`src/asm_lcs_pkg.sv`:
```
// ----------------------------------------------------------------------------
// asm_lcs_pkg
// shared types, character codes and helpers for the assembler line builder
// ----------------------------------------------------------------------------
package asm_lcs_pkg;

   localparam int LINE_LEN  = 512;
   localparam int POS_W     = $clog2(LINE_LEN);
   localparam int LIMIT_W   = 10;
   localparam int JOIN_W    = 10;
   localparam int CHAR_W    = 8;
   localparam int KIND_W    = 2;
   localparam int RSP_W     = 40;

   localparam logic [LIMIT_W-1:0] LIMIT_MIN   = LIMIT_W'(2);
   localparam logic [LIMIT_W-1:0] LIMIT_MAX   = LIMIT_W'(LINE_LEN);
   localparam logic [LIMIT_W-1:0] LIMIT_RESET = LIMIT_W'(512);
   localparam logic [JOIN_W-1:0]  JOIN_MAX    = '1;

   localparam logic [CHAR_W-1:0] CH_NUL    = 8'h00;
   localparam logic [CHAR_W-1:0] CH_LF     = 8'h0a;
   localparam logic [CHAR_W-1:0] CH_CR     = 8'h0d;
   localparam logic [CHAR_W-1:0] CH_DQUOTE = 8'h22;
   localparam logic [CHAR_W-1:0] CH_SQUOTE = 8'h27;
   localparam logic [CHAR_W-1:0] CH_SEMI   = 8'h3b;
   localparam logic [CHAR_W-1:0] CH_LT     = 8'h3c;
   localparam logic [CHAR_W-1:0] CH_GT     = 8'h3e;
   localparam logic [CHAR_W-1:0] CH_BSLASH = 8'h5c;
   localparam logic [CHAR_W-1:0] CH_BQUOTE = 8'h60;

   typedef enum logic [2:0] {
      Q_NONE   = 3'd0,
      Q_SINGLE = 3'd1,
      Q_DOUBLE = 3'd2,
      Q_BACK   = 3'd3,
      Q_ANGLE  = 3'd4
   } quote_type;

   typedef enum logic [KIND_W-1:0] {
      EV_STORE    = 2'd0,
      EV_LINE     = 2'd1,
      EV_EMPTY_END = 2'd2
   } event_type;

   // clamp the programmed limit to the usable range
   function automatic logic [LIMIT_W-1:0] eff_limit(input logic [LIMIT_W-1:0] value);
      logic [LIMIT_W-1:0] result;
      result = value;
      if (value < LIMIT_MIN) begin
         result = LIMIT_MIN;
      end else if (value > LIMIT_MAX) begin
         result = LIMIT_MAX;
      end
      return result;
   endfunction

   // quote characters open a quote when none is open and close their own kind
   function automatic quote_type quote_toggle(input quote_type cur, input quote_type code);
      quote_type result;
      result = cur;
      if (cur == Q_NONE) begin
         result = code;
      end else if (cur == code) begin
         result = Q_NONE;
      end
      return result;
   endfunction

endpackage

```
`src/asm_line_comment_stripper.sv`:
```
// ----------------------------------------------------------------------------
// asm_line_comment_stripper
// builds one assembler source line from a byte stream, dropping comments
// ----------------------------------------------------------------------------
// Each request carries one source byte on req_tdata, or an end-of-input mark
// on req_tuser. A byte that is stored gives a store event with its slot; a
// newline, a NUL or end of input gives a line-complete event with the length
// and the count of joined continuation lines; end of input with nothing
// stored gives an empty-end event. Carriage returns, comment text and joins
// give no event. The line text sits in a 512 x 8 memory; the byte before the
// last stored one is prefetched every cycle so a run of joins needs no stall.
// One request is taken per cycle; an event appears on rsp in the cycle after its
// request. The rsp register holds an event while rsp_tready is low, and a new
// request is taken in the same cycle that the held event leaves; requests
// stall only while an undelivered event sits in the rsp register.
// csr_data writes the line limit (reset 512); it is taken at once and reloads
// the room count while nothing is stored in the current line. Synchronous
// reset clears the line state and the rsp valid flag; no clearing pass is run.
// ----------------------------------------------------------------------------
module asm_line_comment_stripper
   import asm_lcs_pkg::*;
(
   input  logic                clock,
   input  logic                reset,
   input  logic                req_tvalid,
   output logic                req_tready,
   input  logic [CHAR_W-1:0]   req_tdata,   // char_code
   input  logic                req_tuser,   // end_of_input
   output logic                rsp_tvalid,
   input  logic                rsp_tready,
   output logic [RSP_W-1:0]    rsp_tdata,   // position, char_value, line_length, joined_lines
   output logic [KIND_W-1:0]   rsp_tuser,   // event_kind
   input  logic                csr_valid,
   output logic                csr_ready,
   input  logic [LIMIT_W-1:0]  csr_data     // line_limit
);

   logic [LIMIT_W-1:0] limit_ff;
   quote_type          quote_ff, quote_in;
   logic               skip_ff, skip_in;
   logic               stored_ff, stored_in;
   logic [LIMIT_W-1:0] wpos_ff, wpos_in;
   logic [LIMIT_W-1:0] room_ff, room_in;
   logic [JOIN_W-1:0]  join_ff, join_in;
   logic [CHAR_W-1:0]  last_ff, last_in;

   logic [CHAR_W-1:0]  line_mem [LINE_LEN];
   logic [CHAR_W-1:0]  prev_ff;
   logic [POS_W-1:0]   rd_addr;

   logic               rsp_valid_ff;
   event_type          rsp_kind_ff, kind_in;
   logic [POS_W-1:0]   rsp_pos_ff, pos_in;
   logic [CHAR_W-1:0]  rsp_char_ff, char_in;
   logic [LIMIT_W-1:0] rsp_len_ff, len_in;
   logic [JOIN_W-1:0]  rsp_join_ff, joins_in;

   logic               accept;
   logic               emit;
   logic               store;
   logic               line_end;
   logic               cfg_we;
   logic [LIMIT_W-1:0] cfg_eff;

   assign req_tready = !rsp_valid_ff || rsp_tready;
   assign accept     = req_tvalid && req_tready;
   assign csr_ready  = 1'b1;
   assign cfg_we     = csr_valid && csr_ready;
   assign cfg_eff    = eff_limit(csr_data);

   assign rsp_tvalid = rsp_valid_ff;
   assign rsp_tuser  = rsp_kind_ff;
   assign rsp_tdata  = {3'b000, rsp_join_ff, rsp_len_ff, rsp_char_ff, rsp_pos_ff};

   // per-request update
   always_comb begin
      quote_in  = quote_ff;
      skip_in   = skip_ff;
      stored_in = stored_ff;
      wpos_in   = wpos_ff;
      room_in   = room_ff;
      join_in   = join_ff;
      last_in   = last_ff;
      emit      = 1'b0;
      store     = 1'b0;
      line_end  = 1'b0;
      kind_in   = EV_STORE;
      pos_in    = '0;
      char_in   = '0;
      len_in    = '0;
      joins_in  = '0;

      if (accept) begin
         if (req_tuser) begin
            emit     = 1'b1;
            line_end = 1'b1;
            if (stored_ff) begin
               kind_in  = EV_LINE;
               len_in   = wpos_ff;
               joins_in = join_ff;
            end else begin
               kind_in  = EV_EMPTY_END;
            end
         end else begin
            case (req_tdata)
               CH_SQUOTE: quote_in = quote_toggle(quote_ff, Q_SINGLE);
               CH_DQUOTE: quote_in = quote_toggle(quote_ff, Q_DOUBLE);
               CH_BQUOTE: quote_in = quote_toggle(quote_ff, Q_BACK);
               CH_LT: begin
                  if (quote_ff == Q_NONE) quote_in = Q_ANGLE;
               end
               CH_GT: begin
                  if (quote_ff == Q_ANGLE) quote_in = Q_NONE;
               end
               CH_SEMI: begin
                  if (quote_ff == Q_NONE) skip_in = 1'b1;
               end
               default: ;
            endcase

            if (req_tdata == CH_CR) begin
               // dropped
            end else if (req_tdata == CH_LF && wpos_ff != '0 && last_ff == CH_BSLASH) begin
               wpos_in = wpos_ff - LIMIT_W'(1);
               room_in = room_ff + LIMIT_W'(1);
               last_in = prev_ff;
               if (join_ff != JOIN_MAX) join_in = join_ff + JOIN_W'(1);
            end else if (req_tdata == CH_LF || req_tdata == CH_NUL) begin
               emit     = 1'b1;
               line_end = 1'b1;
               kind_in  = EV_LINE;
               len_in   = wpos_ff;
               joins_in = join_ff;
            end else if (!skip_in && wpos_ff < LIMIT_MAX) begin
               store     = 1'b1;
               emit      = 1'b1;
               kind_in   = EV_STORE;
               pos_in    = wpos_ff[POS_W-1:0];
               char_in   = req_tdata;
               wpos_in   = wpos_ff + LIMIT_W'(1);
               last_in   = req_tdata;
               stored_in = 1'b1;
               if (room_ff != '0) room_in = room_ff - LIMIT_W'(1);
               if (room_in <= LIMIT_W'(1)) skip_in = 1'b1;
            end
         end

         if (line_end) begin
            quote_in  = Q_NONE;
            skip_in   = 1'b0;
            stored_in = 1'b0;
            wpos_in   = '0;
            room_in   = eff_limit(limit_ff);
            join_in   = '0;
         end
      end
   end

   // prefetch the byte two slots below the next write position
   assign rd_addr = POS_W'(wpos_in - LIMIT_W'(2));

   always_ff @(posedge clock) begin
      if (store) begin
         line_mem[wpos_ff[POS_W-1:0]] <= req_tdata;
      end
      prev_ff <= line_mem[rd_addr];
   end

   always_ff @(posedge clock) begin
      if (reset) begin
         limit_ff     <= LIMIT_RESET;
         quote_ff     <= Q_NONE;
         skip_ff      <= 1'b0;
         stored_ff    <= 1'b0;
         wpos_ff      <= '0;
         room_ff      <= LIMIT_RESET;
         join_ff      <= '0;
         last_ff      <= '0;
         rsp_valid_ff <= 1'b0;
      end else begin
         quote_ff  <= quote_in;
         skip_ff   <= skip_in;
         stored_ff <= stored_in;
         wpos_ff   <= wpos_in;
         room_ff   <= room_in;
         join_ff   <= join_in;
         last_ff   <= last_in;
         if (cfg_we) begin
            limit_ff <= csr_data;
            if (!stored_ff) room_ff <= cfg_eff;
         end
         if (emit) begin
            rsp_valid_ff <= 1'b1;
         end else if (rsp_tready) begin
            rsp_valid_ff <= 1'b0;
         end
      end
   end

   always_ff @(posedge clock) begin
      if (emit) begin
         rsp_kind_ff <= kind_in;
         rsp_pos_ff  <= pos_in;
         rsp_char_ff <= char_in;
         rsp_len_ff  <= len_in;
         rsp_join_ff <= joins_in;
      end
   end

endmodule
```
`config.mk`:
```
export PLATFORM = sky130hd
export DESIGN_NAME = asm_line_comment_stripper
export DESIGN_NICKNAME = d
export VERILOG_FILES = /design/src/asm_lcs_pkg.sv /design/src/asm_line_comment_stripper.sv
export SDC_FILE = /design/constraint.sdc
export NUM_CORES = 2
export LEC_CHECK = 0
export BUFFER_PORTS_ARGS = -buffer_cell sky130_fd_sc_hd__buf_2
export CELL_PAD_IN_SITES_DETAIL_PLACEMENT = 0
export CELL_PAD_IN_SITES_GLOBAL_PLACEMENT = 1
export CORE_ASPECT_RATIO = 0.5
export CORE_MARGIN = 2
export CORE_UTILIZATION = 40
export CTS_CLUSTER_SIZE = 25
export DETAILED_ROUTE_END_ITERATION = 8
export PLACE_DENSITY = 0.72
export SLEW_MARGIN = 30
export SYNTH_ARGS = -nofsm -noshare
export SYNTH_HDL_FRONTEND = slang
export SYNTH_SLANG_ARGS = --single-unit
export TNS_END_PERCENT = 20
```
`constraint.sdc`:
```
create_clock -name clock -period 6.6 [get_ports clock]
set_clock_uncertainty 0.1 [all_clocks]
set_input_delay 0.66 -clock clock [delete_from_list [all_inputs] [get_ports clock]]
set_output_delay 0.66 -clock clock [all_outputs]
set_load 0.005 [all_outputs]
```
==> flow_summary_export.csv <==
group,metric,value,unit
min_path,worstHoldPathType,"in -> reg",
clock_tree,clk_pin_slew,0.07,ns
drt,drt_iter0_markers,18022,
clock_tree,cts_sinks,4197,
floorplan,rows,168,
clock_tree,cts_buffer_depth,4,
floorplan,num_io_pins,69,
drt,first_pass_iters,6,
timing,tightest_slew,1.19,ns
critical_path,worstSetupEndpointType,"flop",
layout,nFillCells,36645,
layout,layout-drive-gt1-share,0.116,
timing,fin_crit_sh,1.00,
synthesis,yosys.area.top_type,"edfxtp_1",
timing,maxSlewViolCount,0,
critical_path,start_kind,"input pin",
global_route,antenna_found_initial,58,
drt,drc,0,
critical_path,cp.required,7.31,ns
critical_path,r2r_cells,20,
layout,area_growth,13.4,%
global_route,grt_pass1_vias,103295,
clock_tree,root_buffer,"clkbuf_16",
synthesis,seq_area_frac_synth,0.743,
synthesis,avgSynthCellArea,13.9,um2
critical_path,timing.rr.start,"wpos_ff[7]",
drt,routed_wl,567,mm
drt,wire_per_inst,30.9,um
layout,utilization,0.456,
synthesis,synthArstFlopShare,0,
layout,regArea,125000,um2
placed_design,dp_hpwl,356,mm
synthesis,yosysMostFrequentCell,"edfxtp_1",
layout,multi_input_area,39900,um2
job,maxCapViolCount,0,
drt,vias_per_cell,6.09,
run_status,outcome,"complete, but fails checks",
timing,rsz0062_at_grt,"true",
synthesis,synth.area.top_cells,"edfxtp_1 74%, nand2_1 5.7%, nand3_1 2.2%",
critical_path,crit_type,"in -> reg",
global_route,grt_pass1_wl,792,mm
synthesis,synth_common_cells,"4135 x edfxtp_1, 2565 x nand2_1, 737 x nand3_1, 703 x nor2_1, 587 x a21oi_1",
synthesis,synth_flop_cell,"edfxtp_1",
clock_tree,cts_tree,"done",
timing,min_period,6.62,ns
synthesis,yosysUniqueCellTypes,105,
synthesis,ys_warn_count,0,
global_route,grt-ovfl-total,0,
timing,tns,-0.0248,ns
timing,setup_slack,-0.0248,ns
clock_tree,clock_latency,0.96,ns
critical_path,timing.rr.end,"prev_ff[3]",
critical_path,crit_arrival,7.34,ns
floorplan,die_area,428000,um2
critical_path,endpoint,"prev_ff[3]",
synthesis,synth_edf_count,4135,
global_route,grt_max_degree,217,
floorplan,dieWidth,923,um
synthesis,synth_top_area_share,0.735,
run_status,violations,"setup timing",
floorplan,start_util,0.402,
critical_path,path_max_fanout,16,
timing,finalSetupViolCount,1,
timing,hold_violations,0,
clock_tree,numCtsBuffers,392,
timing,timing.slew.headroom,0.205,
power_and_ir_drop,power_density,292,nW/um2
timing,max_clock_freq,0.151,GHz
power_and_ir_drop,p_leak,0.0644,uW
critical_path,reg2reg_slack,0.05,ns
floorplan,design.core.area,420000,um2
floorplan,die_h,463,um
global_route,grtUsageTotal,0.256,
drt,vias,111721,
synthesis,postSynthCellCount,12189,
power_and_ir_drop,irDropWorstVdd,0.000222,V
clock_tree,post-cts-setup-buffers,0,
min_path,min-delay-start,"csr_data[9]",
synthesis,syn_area,169000,um2
placed_design,port_buffers,64,
clock_tree,cts-htree-levels,5,
synthesis,ys_ff_latch,4197,
layout,nNetsFinal,12449,
critical_path,crit_path_start,"req_tdata[0]",
placed_design,place_congestion,0.949,
drt,drtAntennaViolNets,0,
==> worst max-delay path: stages <==
cell and delay [ns]:
dlygate4sd3_1 0.71, buf_8 0.23, and4bb_1 0.30, and4_1 0.35, nand3_1 0.11, a21oi_1 0.32
xor2_1 0.23, nand2_1 0.13, ha_4 0.23, inv_1 0.25, nor4_1 0.15, a211o_1 0.34
nor2_4 0.33, buf_12 0.28, buf_4 0.30, nor2_1 0.08, o311ai_1 0.56, a31oi_2 0.43
a2111o_1 0.48, a2111oi_0 0.42, buf_4 0.25, nand4_1 0.12
==> worst min path at each step <==
stage / to / slack [ns] / cells past startpoint
6_report: limit_ff[9] / 0.07 / 2
5_1_grt: room_ff[9] / 0.07 / 2
4_1_cts: limit_ff[9] / 0.003 / 2
3_5_place_dp: join_ff[1] / 0.40 / 2
3_3_place_gp: join_ff[6] / 0.38 / 2
2_1_floorplan: skip_ff / 0.33 / 2
==> registers in the layout (all words and copies together), names as in the netlist <==
register     count
rsp_pos_ff       9
limit_ff        10
rsp_join_ff     10
quote_ff         3
rsp_char_ff      8
line_mem      4096
skip_ff          1
prev_ff          8
room_ff         10
stored_ff        1
wpos_ff         10
rsp_tvalid       1
rsp_tuser        2
join_ff         10
rsp_len_ff      10
last_ff          8
==> per-layer routing <==
layer,GRT usage,share of wire,vias to the layer above
met5,0,0.00027,-
met2,0.365,0.42,7175
met4,0.0900,0.039,24
li1,-,-,46827
met3,0.0814,0.14,1072
met1,0.369,0.40,56623
==> what timing repair did <==
item,CTS,global route
gates resized for setup,0,6
hold endpoints to repair,45,0
hold buffers,13,0
endpoints found under the setup margin,0,5
==> power breakdown <==
| part | total [uW] | switching, uW | internal (uW) |
|---|---|---|---|
| sequential | 29300 | 43.7 | 29300 |
| combinational | 4140 | 3000 | 1150 |
| clock | 22500 | 10100 | 12400 |
| total | 56000 | 13100 | 42900 |
==> per-stage QoR <==
| step | total power (uW) | instance area, um2 | std cells | hold slack, ns | setup slack, ns |
|---|---|---|---|---|---|
| 5_1_grt | 57200 | 191000 | 18338 | 0.0671 | -0.0736 |
| 3_5_place_dp | 33900 | 179000 | 17616 | 0.399 | -0.245 |
| 3_3_place_gp | 33900 | 179000 | 17610 | 0.381 | -0.809 |
| 4_1_cts | 55900 | 191000 | 18332 | 0.00289 | 0.133 |
| 2_1_floorplan | 31800 | 169000 | 12191 | 0.329 | 0.0209 |
| 6_report | 56000 | 192000 | 18360 | 0.0715 | -0.0248 |
==> layout make-up <==
cell class                 instances  share of cell area
clock buffer                     475              0.0537
timing repair buffer             718              0.0353
sequential                      4197               0.655
multi-input combinational       7086               0.208
inverter                          22            0.000470
antenna                           24            0.000314
clock inverter                   228              0.0107
tap                             5610              0.0366
==> cell families (layout without fill, tap and decap cells) <==
| family | count (synthesis) | in the layout | synth area share |
|---|---|---|---|
| and+or+nand+nor | 4647 | 4647 | 0.119 |
| DFF | 4197 | 4197 | 0.743 |
| AOI/OAI and AO/OA | 1970 | 1970 | 0.0807 |
| buffers and inverters | 908 | 1443 | 0.0255 |
| muxes | 441 | 441 | 0.0309 |
| xor gates and xnor gates | 16 | 16 | 0.000830 |
| adders and majority gates | 8 | 8 | 0.000593 |
| other | 2 | 28 | 0.0000445 |
==> placed cells by master (no fill, tap or decap), types with 20 or more instances in the layout <==
cell type	instances
o211ai_1	83
a22oi_1	26
edfxtp_1	4135
nand2_1	2546
nor4_1	61
and2_1	42
nor2_2	41
mux2i_1	360
o22ai_1	193
mux4_2	61
buf_12	106
a211oi_1	180
a221oi_1	65
nand3_1	730
a211o_1	29
diode_2	24
bufinv_16	34
buf_2	56
clkinv_1	93
or3_1	26
and3_1	213
clkbuf_16	400
nor3_1	130
nand4_1	36
nor2_1	655
inv_1	20
dfxtp_1	62
a311oi_1	233
clkbuf_1	75
buf_4	526
o32ai_1	35
clkinv_2	72
a21oi_1	584
a31oi_1	163
o21ai_0	77
a32oi_1	55
Note: power is estimated with default switching activity, not from simulation.
